==> config.mk <==
export PLATFORM = sky130hd
export DESIGN_NAME = ps2_scan_code_key_decoder_top
export DESIGN_NICKNAME = d
export VERILOG_FILES = /design/src/design/ps2kd_pkg.sv /design/src/design/ps2_scan_code_key_decoder_top.sv /design/src/design/ps2kd_ctrl.sv /design/src/design/ps2kd_datapath.sv
export SDC_FILE = /design/constraint.sdc
export NUM_CORES = 1
export LEC_CHECK = 0
export ABC_AREA = 1
export BUFFER_PORTS_ARGS = -buffer_cell sky130_fd_sc_hd__buf_2
export CORE_MARGIN = 4
export CORE_UTILIZATION = 65
export CTS_CLUSTER_DIAMETER = 120
export DETAILED_ROUTE_END_ITERATION = 10
export HOLD_SLACK_MARGIN = 0.08
export PLACE_DENSITY_LB_ADDON = 0.25
export SYNTH_ARGS = -nofsm -noshare
export SYNTH_HDL_FRONTEND = slang
export SYNTH_SLANG_ARGS = --single-unit
==> constraint.sdc <==
create_clock -name clk -period 4.2 [get_ports clk]
set_input_delay 0.21 -clock clk [delete_from_list [all_inputs] [get_ports clk]]
set_output_delay 0.21 -clock clk [all_outputs]
set_load 0.03 [all_outputs]
==> src/design/ps2kd_pkg.sv <==
// Shared types, codes and scan code tables for the PS/2 set-2 key decoder.
package ps2kd_pkg;

  // Queue geometry.
  localparam int QUEUE_DEPTH = 3;
  localparam int CNT_W       = $clog2(QUEUE_DEPTH + 1);

  // Scan code prefixes.
  localparam logic [7:0] SC_EXT   = 8'he0;
  localparam logic [7:0] SC_BREAK = 8'hf0;

  // Request codes on the input channel.
  typedef enum logic [1:0] {
    MODE_SCAN    = 2'd0,
    MODE_RD_CHAR = 2'd1,
    MODE_RD_SPEC = 2'd2,
    MODE_NOP     = 2'd3
  } mode_t;

  // Kind of a queued key.
  typedef enum logic [1:0] {
    KIND_NONE = 2'd0,
    KIND_CHAR = 2'd1,
    KIND_SPEC = 2'd2
  } kind_t;

  // Prefix tracking states.
  typedef enum logic [1:0] {
    PFX_IDLE  = 2'd0,
    PFX_EXT   = 2'd1,
    PFX_BREAK = 2'd2
  } pfx_state_t;

  // Special key codes.
  localparam logic [7:0] SPK_BKSP  = 8'd1;
  localparam logic [7:0] SPK_TAB   = 8'd2;
  localparam logic [7:0] SPK_CAPS  = 8'd3;
  localparam logic [7:0] SPK_ENTER = 8'd4;
  localparam logic [7:0] SPK_ESC   = 8'd5;
  localparam logic [7:0] SPK_DEL   = 8'd6;
  localparam logic [7:0] SPK_UP    = 8'd7;
  localparam logic [7:0] SPK_DOWN  = 8'd8;
  localparam logic [7:0] SPK_LEFT  = 8'd9;
  localparam logic [7:0] SPK_RIGHT = 8'd10;
  localparam logic [7:0] SPK_F1    = 8'd11;

  // One decoded key.
  typedef struct packed {
    kind_t      kind;
    logic [7:0] code;
  } key_t;

  // Status from the datapath to the controller.
  typedef struct packed {
    logic is_ext;
    logic is_break;
    logic plain_hit;
    logic ext_hit;
    logic head_char;
    logic head_spec;
  } dp_status_t;

  // Commands from the controller to the datapath.
  typedef struct packed {
    logic load;
    logic push;
    logic use_ext;
    logic pop;
  } dp_cmd_t;

  function automatic key_t ch(input logic [7:0] c);
    key_t k;
    k.kind = KIND_CHAR;
    k.code = c;
    return k;
  endfunction

  function automatic key_t sp(input logic [7:0] c);
    key_t k;
    k.kind = KIND_SPEC;
    k.code = c;
    return k;
  endfunction

  // Plain (unprefixed) make codes.
  function automatic key_t plain_map(input logic [7:0] b);
    key_t k;
    k.kind = KIND_NONE;
    k.code = 8'h00;
    case (b)
      8'h16: k = ch("1");
      8'h1e: k = ch("2");
      8'h26: k = ch("3");
      8'h25: k = ch("4");
      8'h2e: k = ch("5");
      8'h36: k = ch("6");
      8'h3d: k = ch("7");
      8'h3e: k = ch("8");
      8'h46: k = ch("9");
      8'h45: k = ch("0");
      8'h4e: k = ch("-");
      8'h55: k = ch("=");
      8'h66: k = sp(SPK_BKSP);
      8'h0d: k = sp(SPK_TAB);
      8'h15: k = ch("Q");
      8'h1d: k = ch("W");
      8'h24: k = ch("E");
      8'h2d: k = ch("R");
      8'h2c: k = ch("T");
      8'h35: k = ch("Y");
      8'h3c: k = ch("U");
      8'h43: k = ch("I");
      8'h44: k = ch("O");
      8'h4d: k = ch("P");
      8'h54: k = ch("[");
      8'h5b: k = ch("]");
      8'h5d: k = ch(8'h5c);
      8'h58: k = sp(SPK_CAPS);
      8'h1c: k = ch("A");
      8'h1b: k = ch("S");
      8'h23: k = ch("D");
      8'h2b: k = ch("F");
      8'h34: k = ch("G");
      8'h33: k = ch("H");
      8'h3b: k = ch("J");
      8'h42: k = ch("K");
      8'h4b: k = ch("L");
      8'h4c: k = ch(";");
      8'h52: k = ch(8'h27);
      8'h5a: k = sp(SPK_ENTER);
      8'h1a: k = ch("Z");
      8'h22: k = ch("X");
      8'h21: k = ch("C");
      8'h2a: k = ch("V");
      8'h32: k = ch("B");
      8'h31: k = ch("N");
      8'h3a: k = ch("M");
      8'h41: k = ch(",");
      8'h49: k = ch(".");
      8'h4a: k = ch("/");
      8'h29: k = ch(" ");
      8'h76: k = sp(SPK_ESC);
      8'h70: k = ch("0");
      8'h69: k = ch("1");
      8'h72: k = ch("2");
      8'h7a: k = ch("3");
      8'h6b: k = ch("4");
      8'h73: k = ch("5");
      8'h74: k = ch("6");
      8'h6c: k = ch("7");
      8'h75: k = ch("8");
      8'h7d: k = ch("9");
      8'h7b: k = ch("-");
      8'h71: k = ch(".");
      8'h7c: k = ch("*");
      8'h79: k = ch("+");
      8'h05: k = sp(SPK_F1);
      8'h06: k = sp(SPK_F1 + 8'd1);
      8'h04: k = sp(SPK_F1 + 8'd2);
      8'h0c: k = sp(SPK_F1 + 8'd3);
      8'h03: k = sp(SPK_F1 + 8'd4);
      8'h0b: k = sp(SPK_F1 + 8'd5);
      8'h83: k = sp(SPK_F1 + 8'd6);
      8'h0a: k = sp(SPK_F1 + 8'd7);
      8'h01: k = sp(SPK_F1 + 8'd8);
      8'h09: k = sp(SPK_F1 + 8'd9);
      8'h78: k = sp(SPK_F1 + 8'd10);
      8'h07: k = sp(SPK_F1 + 8'd11);
      default: k = k;
    endcase
    return k;
  endfunction

  // Make codes that follow the E0 prefix.
  function automatic key_t ext_map(input logic [7:0] b);
    key_t k;
    k.kind = KIND_NONE;
    k.code = 8'h00;
    case (b)
      8'h71: k = sp(SPK_DEL);
      8'h75: k = sp(SPK_UP);
      8'h72: k = sp(SPK_DOWN);
      8'h6b: k = sp(SPK_LEFT);
      8'h74: k = sp(SPK_RIGHT);
      8'h5a: k = sp(SPK_ENTER);
      8'h4a: k = ch("/");
      default: k = k;
    endcase
    return k;
  endfunction

endpackage

==> src/design/ps2_scan_code_key_decoder_top.sv <==
// Top level of the PS/2 set-2 scan code key decoder with typed key queue.
//
//   Channel | Direction | Handshake          | Payload
//   in_     | input     | in_valid/in_stall   | in_mode, in_scan_byte
//   out_    | output    | out_valid/out_stall | out_got, out_key_code,
//           |           |                     | out_head_kind, out_fill_count
//
// For each item the byte lookup and the queue update settle in
// the cycle of acceptance and the result is registered at that edge.
// One item per cycle is sustained while the result side takes every result.
// The input stalls only while a finished result is held by out_stall.
// Synchronous reset empties the queue and returns the prefix tracker to idle.
module ps2_scan_code_key_decoder_top (
  input  logic       clk,
  input  logic       rst_n,
  input  logic       in_valid,
  output logic       in_stall,
  input  logic [1:0] in_mode,
  input  logic [7:0] in_scan_byte,
  output logic       out_valid,
  input  logic       out_stall,
  output logic       out_got,
  output logic [7:0] out_key_code,
  output logic [1:0] out_head_kind,
  output logic [1:0] out_fill_count
);

  ps2kd_pkg::dp_status_t status;
  ps2kd_pkg::dp_cmd_t    cmd;

  // Prefix tracking and handshake control.
  ps2kd_ctrl u_ctrl (
    .clk       (clk),
    .rst_n     (rst_n),
    .in_valid  (in_valid),
    .in_stall  (in_stall),
    .in_mode   (in_mode),
    .out_valid (out_valid),
    .out_stall (out_stall),
    .status    (status),
    .cmd       (cmd)
  );

  // Lookup tables, key queue and result register.
  ps2kd_datapath u_dp (
    .clk            (clk),
    .rst_n          (rst_n),
    .in_scan_byte   (in_scan_byte),
    .cmd            (cmd),
    .status         (status),
    .out_got        (out_got),
    .out_key_code   (out_key_code),
    .out_head_kind  (out_head_kind),
    .out_fill_count (out_fill_count)
  );

endmodule

==> src/design/ps2kd_ctrl.sv <==
// Controller: prefix state machine, handshake and datapath commands.
module ps2kd_ctrl (
  input  logic                  clk,
  input  logic                  rst_n,
  input  logic                  in_valid,
  output logic                  in_stall,
  input  logic [1:0]            in_mode,
  output logic                  out_valid,
  input  logic                  out_stall,
  input  ps2kd_pkg::dp_status_t status,
  output ps2kd_pkg::dp_cmd_t    cmd
);

  ps2kd_pkg::pfx_state_t state_r, state_nxt;
  logic                  out_valid_r, out_valid_nxt;
  logic                  accept;
  logic                  is_scan;
  logic                  prefix_byte;

  // An item is taken whenever the result register is free or being emptied.
  assign in_stall    = out_valid_r & out_stall;
  assign accept      = in_valid & ~in_stall;
  assign out_valid   = out_valid_r;
  assign is_scan     = (ps2kd_pkg::mode_t'(in_mode) == ps2kd_pkg::MODE_SCAN);
  assign prefix_byte = status.is_ext | status.is_break;

  // Next prefix state.
  always_comb begin
    state_nxt = state_r;
    if (accept && is_scan) begin
      case (state_r)
        ps2kd_pkg::PFX_IDLE, ps2kd_pkg::PFX_EXT: begin
          if (status.is_ext) begin
            state_nxt = ps2kd_pkg::PFX_EXT;
          end else if (status.is_break) begin
            state_nxt = ps2kd_pkg::PFX_BREAK;
          end else begin
            state_nxt = ps2kd_pkg::PFX_IDLE;
          end
        end
        default: state_nxt = ps2kd_pkg::PFX_IDLE;
      endcase
    end
  end

  // Commands to the datapath.
  always_comb begin
    cmd         = '0;
    cmd.load    = accept;
    cmd.use_ext = (state_r == ps2kd_pkg::PFX_EXT);
    case (ps2kd_pkg::mode_t'(in_mode))
      ps2kd_pkg::MODE_SCAN: begin
        case (state_r)
          ps2kd_pkg::PFX_IDLE: cmd.push = accept & ~prefix_byte & status.plain_hit;
          ps2kd_pkg::PFX_EXT:  cmd.push = accept & ~prefix_byte & status.ext_hit;
          default:             cmd.push = 1'b0;
        endcase
      end
      ps2kd_pkg::MODE_RD_CHAR: cmd.pop = accept & status.head_char;
      ps2kd_pkg::MODE_RD_SPEC: cmd.pop = accept & status.head_spec;
      default:                 cmd.pop = 1'b0;
    endcase
  end

  // Result valid flag.
  always_comb begin
    if (accept) begin
      out_valid_nxt = 1'b1;
    end else begin
      out_valid_nxt = out_valid_r & out_stall;
    end
  end

  always_ff @(posedge clk) begin
    if (!rst_n) begin
      state_r     <= ps2kd_pkg::PFX_IDLE;
      out_valid_r <= 1'b0;
    end else begin
      state_r     <= state_nxt;
      out_valid_r <= out_valid_nxt;
    end
  end

endmodule

==> src/design/ps2kd_datapath.sv <==
// Datapath: scan code lookup, typed key queue and result registers.
module ps2kd_datapath (
  input  logic                  clk,
  input  logic                  rst_n,
  input  logic [7:0]            in_scan_byte,
  input  ps2kd_pkg::dp_cmd_t    cmd,
  output ps2kd_pkg::dp_status_t status,
  output logic                  out_got,
  output logic [7:0]            out_key_code,
  output logic [1:0]            out_head_kind,
  output logic [1:0]            out_fill_count
);

  localparam int D = ps2kd_pkg::QUEUE_DEPTH;

  ps2kd_pkg::kind_t           kind_r   [D];
  ps2kd_pkg::kind_t           kind_nxt [D];
  logic [7:0]                 code_r   [D];
  logic [7:0]                 code_nxt [D];
  logic [ps2kd_pkg::CNT_W-1:0] count_r, count_nxt;
  ps2kd_pkg::key_t            plain_key, ext_key, new_key;
  logic                       full;
  logic                       not_empty;
  logic                       got_r;
  logic [7:0]                 key_code_r;
  logic [1:0]                 head_kind_r;
  logic [1:0]                 fill_count_r;

  // Table lookups on the incoming byte.
  assign plain_key = ps2kd_pkg::plain_map(in_scan_byte);
  assign ext_key   = ps2kd_pkg::ext_map(in_scan_byte);
  assign new_key   = cmd.use_ext ? ext_key : plain_key;

  assign full      = (count_r == ps2kd_pkg::CNT_W'(D));
  assign not_empty = (count_r != '0);

  // Status towards the controller.
  always_comb begin
    status           = '0;
    status.is_ext    = (in_scan_byte == ps2kd_pkg::SC_EXT);
    status.is_break  = (in_scan_byte == ps2kd_pkg::SC_BREAK);
    status.plain_hit = (plain_key.kind != ps2kd_pkg::KIND_NONE);
    status.ext_hit   = (ext_key.kind != ps2kd_pkg::KIND_NONE);
    status.head_char = not_empty & (kind_r[0] == ps2kd_pkg::KIND_CHAR);
    status.head_spec = not_empty & (kind_r[0] == ps2kd_pkg::KIND_SPEC);
  end

  // Queue update: append at the first free slot, drop the oldest when full,
  // shift towards the head on a pop.
  always_comb begin
    count_nxt = count_r;
    for (int i = 0; i < D; i++) begin
      kind_nxt[i] = kind_r[i];
      code_nxt[i] = code_r[i];
    end
    if (cmd.push) begin
      if (full) begin
        for (int i = 0; i < D - 1; i++) begin
          kind_nxt[i] = kind_r[i + 1];
          code_nxt[i] = code_r[i + 1];
        end
        kind_nxt[D - 1] = new_key.kind;
        code_nxt[D - 1] = new_key.code;
      end else begin
        for (int i = 0; i < D; i++) begin
          if (count_r == ps2kd_pkg::CNT_W'(i)) begin
            kind_nxt[i] = new_key.kind;
            code_nxt[i] = new_key.code;
          end
        end
        count_nxt = count_r + 1'b1;
      end
    end else if (cmd.pop) begin
      for (int i = 0; i < D - 1; i++) begin
        kind_nxt[i] = kind_r[i + 1];
        code_nxt[i] = code_r[i + 1];
      end
      kind_nxt[D - 1] = ps2kd_pkg::KIND_NONE;
      code_nxt[D - 1] = 8'h00;
      count_nxt       = count_r - 1'b1;
    end
  end

  always_ff @(posedge clk) begin
    if (!rst_n) begin
      count_r <= '0;
      for (int i = 0; i < D; i++) begin
        kind_r[i] <= ps2kd_pkg::KIND_NONE;
      end
    end else begin
      count_r <= count_nxt;
      for (int i = 0; i < D; i++) begin
        kind_r[i] <= kind_nxt[i];
      end
    end
  end

  always_ff @(posedge clk) begin
    for (int i = 0; i < D; i++) begin
      code_r[i] <= code_nxt[i];
    end
  end

  // Result register, loaded once for every accepted item.
  always_ff @(posedge clk) begin
    if (cmd.load) begin
      got_r        <= cmd.pop;
      key_code_r   <= cmd.pop ? code_r[0] : 8'h00;
      head_kind_r  <= (count_nxt != '0) ? kind_nxt[0] : ps2kd_pkg::KIND_NONE;
      fill_count_r <= 2'(count_nxt);
    end
  end

  assign out_got        = got_r;
  assign out_key_code   = key_code_r;
  assign out_head_kind  = head_kind_r;
  assign out_fill_count = fill_count_r;

endmodule

## Word level (Yosys, flattened, before mapping)

Memory sizes are Yosys's and may differ from the RTL's.
Index checks and enable logic that the tools add are counted.

| storage, ports and cells | value |
|---|---|
| flip-flop bits (word level) | 18 |
| memory bits (writable) | 30 |
| memory bits (read-only) | 2304 |
| output and inout bits | 15 |
| memories kept | 3 |

| operators by class | value |
|---|---|
| add/subtract/negate cells | 2 |
| equal/unequal tests | 17 |
| multiplexer cells | 29 |
| bitwise operators | 15 |
| reduce and logical (&&, ||, !) cells | 9 |

Memories:

| memory | words | bits a word | read ports | clocked after Yosys merged registers in | wr ports | line | source |
|---|---|---|---|---|---|---|---|
| (no name shown) | 256 | 9 | 1 | 0 | 0 | ps2kd_pkg.sv:90 | `case (b)` |
| u_dp.code_r | 3 | 8 | 3 | 0 | 3 | ps2kd_datapath.sv:18 | `logic [7:0] code_r [D];` |
| u_dp.kind_r | 3 | 2 | 3 | 0 | 3 | ps2kd_datapath.sv:16 | `ps2kd_pkg::kind_t kind_r [D];` |

Operators by type and width:

| cell | number |
|---|---|
| $mux 24 | 3 |
| $pmux 10 s7 | 1 |
| $eq 8x7->1 const B | 7 |
| $mux 2 | 12 |
| $mux 8 | 3 |
| $mux 6 | 3 |
| $eq 8x8->1 const B | 2 |
| $mux 10 | 1 |
| $and 1x1->1 | 9 |
| $eq 2x1->1 const B | 4 |
| $eq 2x2->1 const B | 4 |
| $reduce_bool 2->1 | 4 |
| $logic_not 2->1 | 3 |
| $mux 1 | 4 |
| $or 1x1->1 | 4 |
| $pmux 1 s2 | 2 |
| $add 2x1->2 const B | 1 |
| $not 1->1 | 2 |
| $reduce_or 2->1 | 1 |
| $sub 2x1->2 const B | 1 |
| $logic_and 1x1->1 | 1 |

## Longest topological paths before layout

Gate-level depths: netlist of run 1.

| depth | value |
|---|---|
| word-level depth | 9 |
| mapped depth | 20 |
| gate-level depth less buffers | 19 |

## Cells and area by module

Synthesis of run 1 repeated with hierarchy kept, for this count alone.

| unflattened totals | value |
|---|---|
| cells, all modules | 505 |
| area, all modules | 3559.7 µm² |

By module, submodules not included:

| module | instances | cells each | area an instance (µm²) | seq. area each (µm²) |
|---|---|---|---|---|
| ps2kd_datapath | 1 | 465 | 3313.2 | 1151.1 |
| ps2kd_ctrl | 1 | 40 | 246.5 | 60.1 |

## Worst setup path before layout of run 1

OpenSTA, ideal clock, no wires.

| timing | value |
|---|---|
| path kind | input-to-reg |
| start | in in_scan_byte[0] |
| end | mem u_dp.code_r[1][2], in the netlist u_dp.code_r[0][10] (enable) |
| library setup time | 0.319 ns |
| arrival time | 1.871 ns |
| path slack | 2.010 ns |
| cell stages on the path | 15 |
| path through | inv_1 > ha_1 > inv_1 > nor2_1 > nand2_1 > nor3_1 > nor2_1 > nand3_1 > nand2_1 > inv_2 > nand2_2 > buf_6 > nand2_1 > nand2_1 > inv_1 |

RTL lines:

| item | line | source |
|---|---|---|
| from (decl) | ps2_scan_code_key_decoder_top.sv:19 | `input logic [7:0] in_scan_byte,` |
| to (decl) | ps2kd_datapath.sv:18 |  |

==> results.toml, run 1 <==
[clock_tree]
clkTransAtPathRegs_ns = 0.09
root_buffer = "clkbuf_8"
clock_latency_ns = 0.29
cts_hold_buf = 0
numCtsBuffers = 5
htreeDepth = 2
cts_sinks = 44
post_cts_buffers = 0
cts_tree = "done"
clockBufferDepth = 2
ctsResizeCount = 0

[floorplanning]
rows = 26
coreArea_mm2 = 0.00514
dieArea_mm2 = 0.00660
fp.dieW_um = 81.2
die_h_um = 81.2
start_util = 0.678
top_level_ports = 29

[setup_path]
path_buf_inv = 6
crit_arrival_ns = 3.19
r2r_end = "u_dp.code_r[0][5]"
path_cells = "buf_2, inv_1, ha_1, inv_1, nor2_1, nand2_1, nor3_1, nor2_1, nand3_1, nand2_1, inv_2, nand2_2, inv_1, nand2_1, o21ai_0, inv_1"
r2r_cells = 13
r2r_start = "u_ctrl.state_r[1]"
cpMostUsedCell = "inv_1"
cp.required_ns = 4.21
path_class = "input pin to register"
crit_path_end_kind = "register"
critPathTopFamily = "simple AND/OR/NAND/NOR gates"
start_kind = "input pin"
critPathMaxStageDelay_ns = 0.34
cp_slowest_cell = "nor2_1"
cp_max_fo = 20
cp.depth = 16
r2r_setup_slack_ns = 1.39

[logic_synthesis]
ys_ff_latch = 44
netlist_area_mm2 = 0.00349
synthCells = 514
ys.flop_type = "edfxtp_1"
synth_edf_count = 33
synthArstFlopShare = 0
synth.net_count = 545
ys_seq_area_frac = 0.347
synth_cell_types = 41
avgSynthCellArea_um2 = 6.78
yosysWarningCount = 0

[global_route]
grt_pass1_vias = 3428
grt_pass1_wl_mm = 15.8
antenna_found_initial = 0
grt_use_total = 0.309
grt_max_degree = 34
grt.overflow.total = 0

[timing]
finalSetupTns_ns = 0
rsz0062_at_grt = "no"
slew_headroom = 0.590
finalClockSkew_ns = 0.0138
fin_crit_ns = 3.17
final-setup-viol-count = 0
fin_crit_sh = 0.755
worst_slew_pin_slew_ns = 0.613
final-max-slew-violation-count = 0
finalHoldViolCount = 0
fmax_ghz = 0.315

[placement]
hpwl_mm = 7.49
portBuffers = 27
place.gp.congestion = 1.04
placed_cells = 595

[finish]
syn_to_final_growth_pct = 6.82
fillers = 433
layout_commonest_cell = "nand2_1"
instances_no_fill = 603
drive_gt1_frac = 0.111
nets = 563
final_cell_mix = "163 x nand2_1, 57 x nor2_1, 56 x inv_1"
antenna_cells = 0

[outcome]
status = "finished, final reports clean"

[routing]
remaining_drc_errors = 0
drt-pass1-iter-count = 6
wirelength_mm = 9.84
via_count = 3754
drtIter0Drc = 636
wl_per_cell_um = 16.3
viasPerCell = 6.23
postRouteAntennaNets = 0

[min_path]
worstHoldStart = "in_valid"
holdPathEnd = "u_ctrl.out_valid"
hold_depth = 3
min_path_type = "input pin to register"

[run]
cap_violations = 0

[power_and_ir_drop]
powerDensity_mw_per_mm2 = 272
vdd.ir_drop.worst_uv = 179
total_leakage_power_nw = 1.81
## per-layer routing
metal	global-route usage	part of all wire
met5	0	0
met4	0.123	0.042
met3	0.0776	0.14
met2	0.503	0.45
met1	0.393	0.37
## worst reg2reg max path, delay by kind of cell (launching register included)
family                 cells  cell delay, ns
AOI/OAI and AO/OA          1            0.17
and+or+nand+nor            7            1.29
buffers and inverters      5            0.74
DFF                        1            0.32
## stage by stage
stage               utilization  total power, mW  instance area [µm²]  hold slack [ns]  worst slack, ns
finish                    0.725             1.01                 3720            0.148             1.03
global route              0.725             1.05                 3720            0.174            0.723
CTS                       0.725             1.01                 3720            0.152             1.09
detailed placement        0.703            0.698                 3610            0.462            0.802
global placement          0.703            0.700                 3610            0.439            0.996
floorplan                     -            0.642                 3490            0.330             2.01
## worst max path at each step
stage / start / endpoint
finish: in_scan_byte[0] / u_dp.code_r[0][5]
global route: in_scan_byte[0] / u_dp.code_r[0][5]
CTS: in_scan_byte[0] / u_dp.code_r[0][1]
detailed placement: in_scan_byte[0] / u_dp.code_r[0][0]
global placement: in_scan_byte[0] / u_dp.code_r[0][0]
floorplan: in_scan_byte[0] / u_dp.code_r[0][10]
## report_power, final
group          internal [mW]  switching, mW  total [mW]  leakage (nW)
sequential             0.476        0.00393       0.480         0.413
combinational         0.0613          0.158       0.219          1.34
clock                  0.176          0.139       0.315        0.0558
total                  0.713          0.301        1.01          1.81
## cell type report
cell class | count | area (µm²) | area share
clock buffer | 5 | 68.8 | 0.0185
sequential | 44 | 1210 | 0.325
timing repair buffer | 30 | 158 | 0.0423
tap | 70 | 87.6 | 0.0235
clock inverter | 3 | 42.5 | 0.0114
multi-input combinational | 388 | 1920 | 0.516
inverter | 63 | 236 | 0.0635
## state kept, by name, summed over array words and instances, names as in the netlist
| register | flops |
|---|---|
| u_dp.code_r | 21 |
| u_dp.out_key_code | 7 |
| u_dp.kind_r | 6 |
| u_ctrl.state_r | 2 |
| u_dp.count_r | 2 |
| u_dp.out_fill_count | 2 |
| u_dp.out_head_kind | 2 |
| u_ctrl.out_valid | 1 |
| u_dp.out_got | 1 |
## cells by family (layout without fill, tap and decap cells)
family,Yosys count,in the layout,share of synthesized area
AOI/OAI and AO/OA,87,87,0.152
xor gates and xnor gates,1,1,0.00251
adders and majority gates,17,17,0.0610
buffers and inverters,82,101,0.102
DFF,44,44,0.347
other,1,1,0.00108
and+or+nand+nor,282,282,0.334
## cells in the mapped netlist, types with 7 or more instances
cell type  instances  area share
nand2_1          163        0.18
nor2_1            57       0.061
inv_1             56       0.060
nand3_1           40       0.057
edfxtp_1          33        0.28
o21ai_0           30       0.043
a21oi_1           21       0.030
ha_1              17       0.061
dfxtp_1           11       0.063
o211ai_1          10       0.022
buf_4              7       0.015
inv_2              7      0.0075
Power figures use the tool's default switching activity.
==> inputs of run 2 (changes only) <==
- CORE_UTILIZATION: 65 -> 55
- clock period: 4.2 -> 2.8 ns (I/O delays scaled with it)
==> run 2 against run 1 <==
  * Die area increased by 16%
  * Via count fell by 2.8%
  * Worst setup slack got worse by 0.56 ns
  * Flip-flop and latch count is the same
  * Global-route usage down 5.3 points
  * Non-clock buffer count rose by 9
  * Critical path type unchanged
  * Largest cell class unchanged
  * Highest routed layer unchanged
==> results.toml, run 2 (synthesis gave the netlist of run 1 again) <==
[power_and_ir_drop]
powerDensity_mw_per_mm2 = 411
vdd.ir_drop.worst_uv = 338
total_leakage_power_nw = 1.86

[timing]
finalHoldViolCount = 0
fin_crit_sh = 0.832
worst_slew_pin_slew_ns = 0.527
timing.final.ws_setup_ns = 0.469
final-setup-viol-count = 0
fmax_ghz = 0.429
slew_headroom = 0.648
final-max-slew-violation-count = 0
rsz0062_at_grt = "no"
fin_crit_ns = 2.33
finalClockSkew_ns = 0.00856
finalSetupTns_ns = 0

[finish]
layout_commonest_cell = "nand2_1"
syn_to_final_growth_pct = 9.29
largest_reg_flops = 21
nets = 572
regMostFlops = "u_dp.code_r"
antenna_cells = 0
post-route-util = 0.632
final_cell_mix = "163 x nand2_1, 57 x nor2_1, 56 x inv_1"
drive_gt1_frac = 0.125

[setup_path]
r2r_setup_slack_ns = 0.70
critPathTopFamily = "simple AND/OR/NAND/NOR gates"
cp_slowest_cell = "nand4_1"
cp.depth = 13
r2r_end = "u_dp.code_r[0][17]"
path_class = "input pin to register"
r2r_cells = 7
path_buf_inv = 5
cp.required_ns = 2.77
cp_max_fo = 12
r2r_start = "u_dp.count_r[0]"
critPathLaunch = "in_scan_byte[0]"
critPathMaxStageDelay_ns = 0.32
start_kind = "input pin"
crit_path_end_kind = "register"
crit_arrival_ns = 2.30
path_cells = "buf_2, inv_1, ha_1, inv_1, nor2_1, nand4_1, nand3_1, nand2_1, inv_2, nand2_2, nand2_1, nand2_1, inv_1"

[floorplanning]
top_level_ports = 29
die_h_um = 87.6
dieArea_mm2 = 0.00768
fp.dieW_um = 87.6
coreArea_mm2 = 0.00603
start_util = 0.579
rows = 28

[routing]
viasPerCell = 5.92
via_count = 3650
remaining_drc_errors = 0
wl_per_cell_um = 15.4
wl_met1_mm = 3.80
wirelength_mm = 9.51
drtIter0Drc = 610
met3_length_mm = 1.21
drt-pass1-iter-count = 8
postRouteAntennaNets = 0
met2_length_mm = 4.18
top_layer_used = "met4"

[global_route]
grt_max_degree = 34
grt.overflow.total = 0
antenna_found_initial = 0
grt_use_total = 0.256
grt_pass1_vias = 3337
grt_pass1_wl_mm = 15.6

[clock_tree]
post_cts_buffers = 0
clockBufferDepth = 2
root_buffer = "clkbuf_8"
clkTransAtPathRegs_ns = 0.08
clock_latency_ns = 0.30
cts_tree = "done"
cts_sinks = 44
htreeDepth = 2
numCtsBuffers = 5

[placement]
pre_cts_slack_ns = 0.212
hpwl_mm = 7.25
place.gp.congestion = 1.13
portBuffers = 27

[outcome]
status = "finished, final reports clean"

[run]
cap_violations = 0

[min_path]
worstHoldStart = "rst_n"
min_path_type = "input pin to register"
holdPathEnd = "u_dp.kind_r[0][5]"
hold_depth = 3
==> run 2: worst max-delay path by stage <==
stage                                     to  slack (ns)
after CTS                  u_dp.code_r[0][8]        0.52
final                     u_dp.code_r[0][17]        0.47
after detailed placement   u_dp.code_r[0][9]        0.21
after floorplan           u_dp.code_r[0][10]        0.68
after global placement     u_dp.code_r[0][8]        0.29
after global routing       u_dp.code_r[0][8]        0.19
==> run 2: stage by stage <==
stage	cells	hold slack, ns	total power, mW	cell area, µm²
2_1_floorplan	514	0.260	0.962	3490
3_3_place_gp	608	0.366	1.06	3680
3_5_place_dp	608	0.379	1.05	3680
4_1_cts	617	0.103	1.56	3810
5_1_grt	617	0.114	1.64	3810
6_report	617	0.107	1.57	3810
==> run 2: layer usage <==
metal,vias up,global-route usage
met4,0,0.0753
met3,53,0.0640
met5,-,0
met2,279,0.402
met1,1578,0.350
li1,1740,-
==> run 2: repair_timing <==
action | in CTS | in global routing
hold buffers | 1 | 0
hold endpoints to repair | 1 | 0
resized for setup | 0 | 0
==> run 2: where the power goes <==
group	leakage [nW]	switching [mW]	internal, mW
combinational	1.39	0.237	0.0986
clock	0.0614	0.219	0.292
sequential	0.413	0.00602	0.714
total	1.86	0.462	1.10
==> run 2: worst reg2reg max path: stages (launching register included) <==
cell and delay (ns):
dfxtp_1 0.40, inv_1 0.13, ha_1 0.29, nor3b_1 0.21, nand2_1 0.20, nand2_1 0.17
nand2_1 0.13, inv_1 0.26
==> run 2: layout make-up <==
cell class	count	area (µm²)
multi-input combinational	388	1920
fill	560	2210
clock buffer	6	82.6
inverter	63	236
sequential	44	1210
timing repair buffer	39	228
tap	75	93.8
clock inverter	2	38.8
==> inputs of run 3 (changes only) <==
- ABC_AREA: 1 -> 0
- CORE_UTILIZATION: 55 -> 61
- clock period: 2.8 -> 2.3 ns (I/O delays scaled with it)
==> run 3 against run 2 <==
  * The run now ends with negative setup slack left
  * Via count rose by 19%
  * Sequential power is 23% higher
  * Die area fell by 1.2%
  * Critical path type unchanged
  * Largest power group unchanged
==> results.toml, run 3 <==
[outcome]
status = "finished, violations left"
violations = "negative setup slack"

[clock_tree]
root_buffer = "clkbuf_8"
clock_latency_ns = 0.32
clockBufferDepth = 2
clkTransAtPathRegs_ns = 0.09
htreeDepth = 2
cts_sinks = 44
numCtsBuffers = 5
cts_tree = "done"

[floorplanning]
fp.dieW_um = 87.1
dieArea_mm2 = 0.00759
start_util = 0.637
coreArea_mm2 = 0.00599
top_level_ports = 29
rows = 28
die_h_um = 87.1

[timing]
slew_headroom = 0.435
finalClockSkew_ns = 0.00360
timing.final.ws_setup_ns = -0.0330
fmax_ghz = 0.429
finalHoldViolCount = 0
final-setup-viol-count = 1
fin_crit_sh = 1.01
worst_slew_pin_slew_ns = 0.845
finalSetupTns_ns = -0.0330
final-max-slew-violation-count = 0
fin_crit_ns = 2.33

[power_and_ir_drop]
vdd.ir_drop.worst_uv = 673
powerDensity_mw_per_mm2 = 435
total_leakage_power_nw = 2.05
finalPower_mw = 2.15

[setup_path]
crit_arrival_ns = 2.38
crit_path_end_kind = "register"
path_class = "input pin to register"
r2r_cells = 7
cp.required_ns = 2.35
cp_max_fo = 9
start_kind = "input pin"

[finish]
regMostFlops = "u_dp.code_r"
final_cell_mix = "100 x buf_4, 39 x nand2_1, 33 x edfxtp_1"
regArea_mm2 = 0.00121
antenna_cells = 0
layout_commonest_cell = "buf_4"
multi_input_area_mm2 = 0.00247
drive_gt1_frac = 0.314
design_area_mm2 = 0.00495
nets = 594
largest_reg_flops = 21
fillers = 351
syn_to_final_growth_pct = 29.7

[global_route]
grt_max_degree = 16
grt_pass1_vias = 4039
grt_use_total = 0.347
antenna_found_initial = 0
grt.overflow.total = 0
grt_pass1_wl_mm = 20.4

[routing]
drtIter0Drc = 468
via_count = 4347
drt-pass1-iter-count = 6
viasPerCell = 6.80
wl_per_cell_um = 21.9
postRouteAntennaNets = 0
remaining_drc_errors = 0
wirelength_mm = 14.0

[logic_synthesis]
yosysWarningCount = 0
synthArstFlopShare = 0
synth_cell_types = 63
synth_common_cells = "39 x nand2_1, 33 x a21oi_1, 33 x edfxtp_1, 33 x nor2_1, 27 x inv_1"
avgSynthCellArea_um2 = 8.28
synth_area_leaders = "edfxtp_1 26%, dfxtp_1 5.8%, ha_1 5.6%, a21oi_1 4.3%, mux2i_1 3.9%"
ys_ff_latch = 44
synth_most_common_cell = "nand2_1"
netlist_area_mm2 = 0.00382
yosys.area.top_type_share = 0.260
yosysTopAreaCell = "edfxtp_1"
ys_seq_area_frac = 0.317
synth_edf_count = 33
synth.net_count = 492
ys.flop_type = "edfxtp_1"
synthCells = 461

[run]
cap_violations = 0

[placement]
place.gp.congestion = 1.02
portBuffers = 27
place_area_mm2 = 0.00470
hpwl_mm = 9.55

[min_path]
hold_depth = 2
min_path_type = "input pin to register"
==> run 3: logic make-up after synthesis <==
family	Yosys count	synth area share
AND/OR/NAND/NOR	171	0.235
AO/OA/AOI/OAI	142	0.257
buffers and inverters	64	0.0715
flip-flops	44	0.317
multiplexers	21	0.0600
adder cells (fa/ha/maj)	17	0.0557
other	1	0.000983
XOR/XNOR	1	0.00230
==> run 3: worst max-delay path: stages <==
cell and delay, ns:
buf_2 0.20, buf_4 0.18, nor3b_1 0.70, o211ai_1 0.20
o311a_1 0.21, nand4_1 0.12, a211oi_1 0.11, a211oi_1 0.41
a21oi_1 0.14
==> run 3: what timing repair did <==
| item | 4_1_cts | 5_1_grt |
|---|---|---|
| cloned | 0 | 1 |
| pin swaps | 0 | 6 |
| hold endpoints to repair | 1 | 0 |
| setup endpoints to repair | 7 | 43 |
| gates resized for setup | 1 | 20 |
| buffers inserted | 0 | 4 |
| hold buffers | 1 | 0 |
==> run 3: final cells by class <==
cell class / instances / share of cell area
multi-input cells: 354 / 0.500
flip-flops and latches: 44 / 0.245
repair buffers: 130 / 0.190
inverters: 28 / 0.0228
well taps: 75 / 0.0190
clock buffers: 5 / 0.0139
clock inverters: 3 / 0.00935
==> run 3: power breakdown <==
| group | leakage (nW) | switching, mW | internal (mW) | total, mW |
|---|---|---|---|---|
| clock | 0.0548 | 0.306 | 0.327 | 0.634 |
| sequential | 0.393 | 0.0117 | 0.872 | 0.884 |
| combinational | 1.60 | 0.369 | 0.267 | 0.636 |
==> run 3: per-layer routing <==
layer | track usage | part of all wire | up-vias
met4 | 0.190 | 0.065 | 0
li1 | - | - | 1904
met5 | 0 | 0 | -
met3 | 0.0558 | 0.10 | 99
met2 | 0.623 | 0.49 | 371
met1 | 0.389 | 0.35 | 1973
==> run 3: final timing paths <==
kind / startpoint / to / slack, ns
setup / recovery: in_scan_byte[3] / u_dp.code_r[0][2] / -0.03
hold / removal: rst_n / u_dp.count_r[0] / 0.16
setup reg to reg: u_dp.count_r[1] / u_dp.kind_r[0][2] / 0.04
hold reg to reg: u_dp.kind_r[0][5] / u_dp.kind_r[0][5] / 0.50
==> run 3: per-stage QoR <==
stage	utilization	worst slack [ns]	hold slack, ns	cells
4_1_cts	0.806	0.0130	0.115	634
6_report	0.826	-0.0330	0.158	639
2_1_floorplan	-	-0.0273	0.233	461
3_5_place_dp	0.784	-0.292	0.355	625
3_3_place_gp	0.784	-0.222	0.340	625
5_1_grt	0.826	-0.123	0.147	639
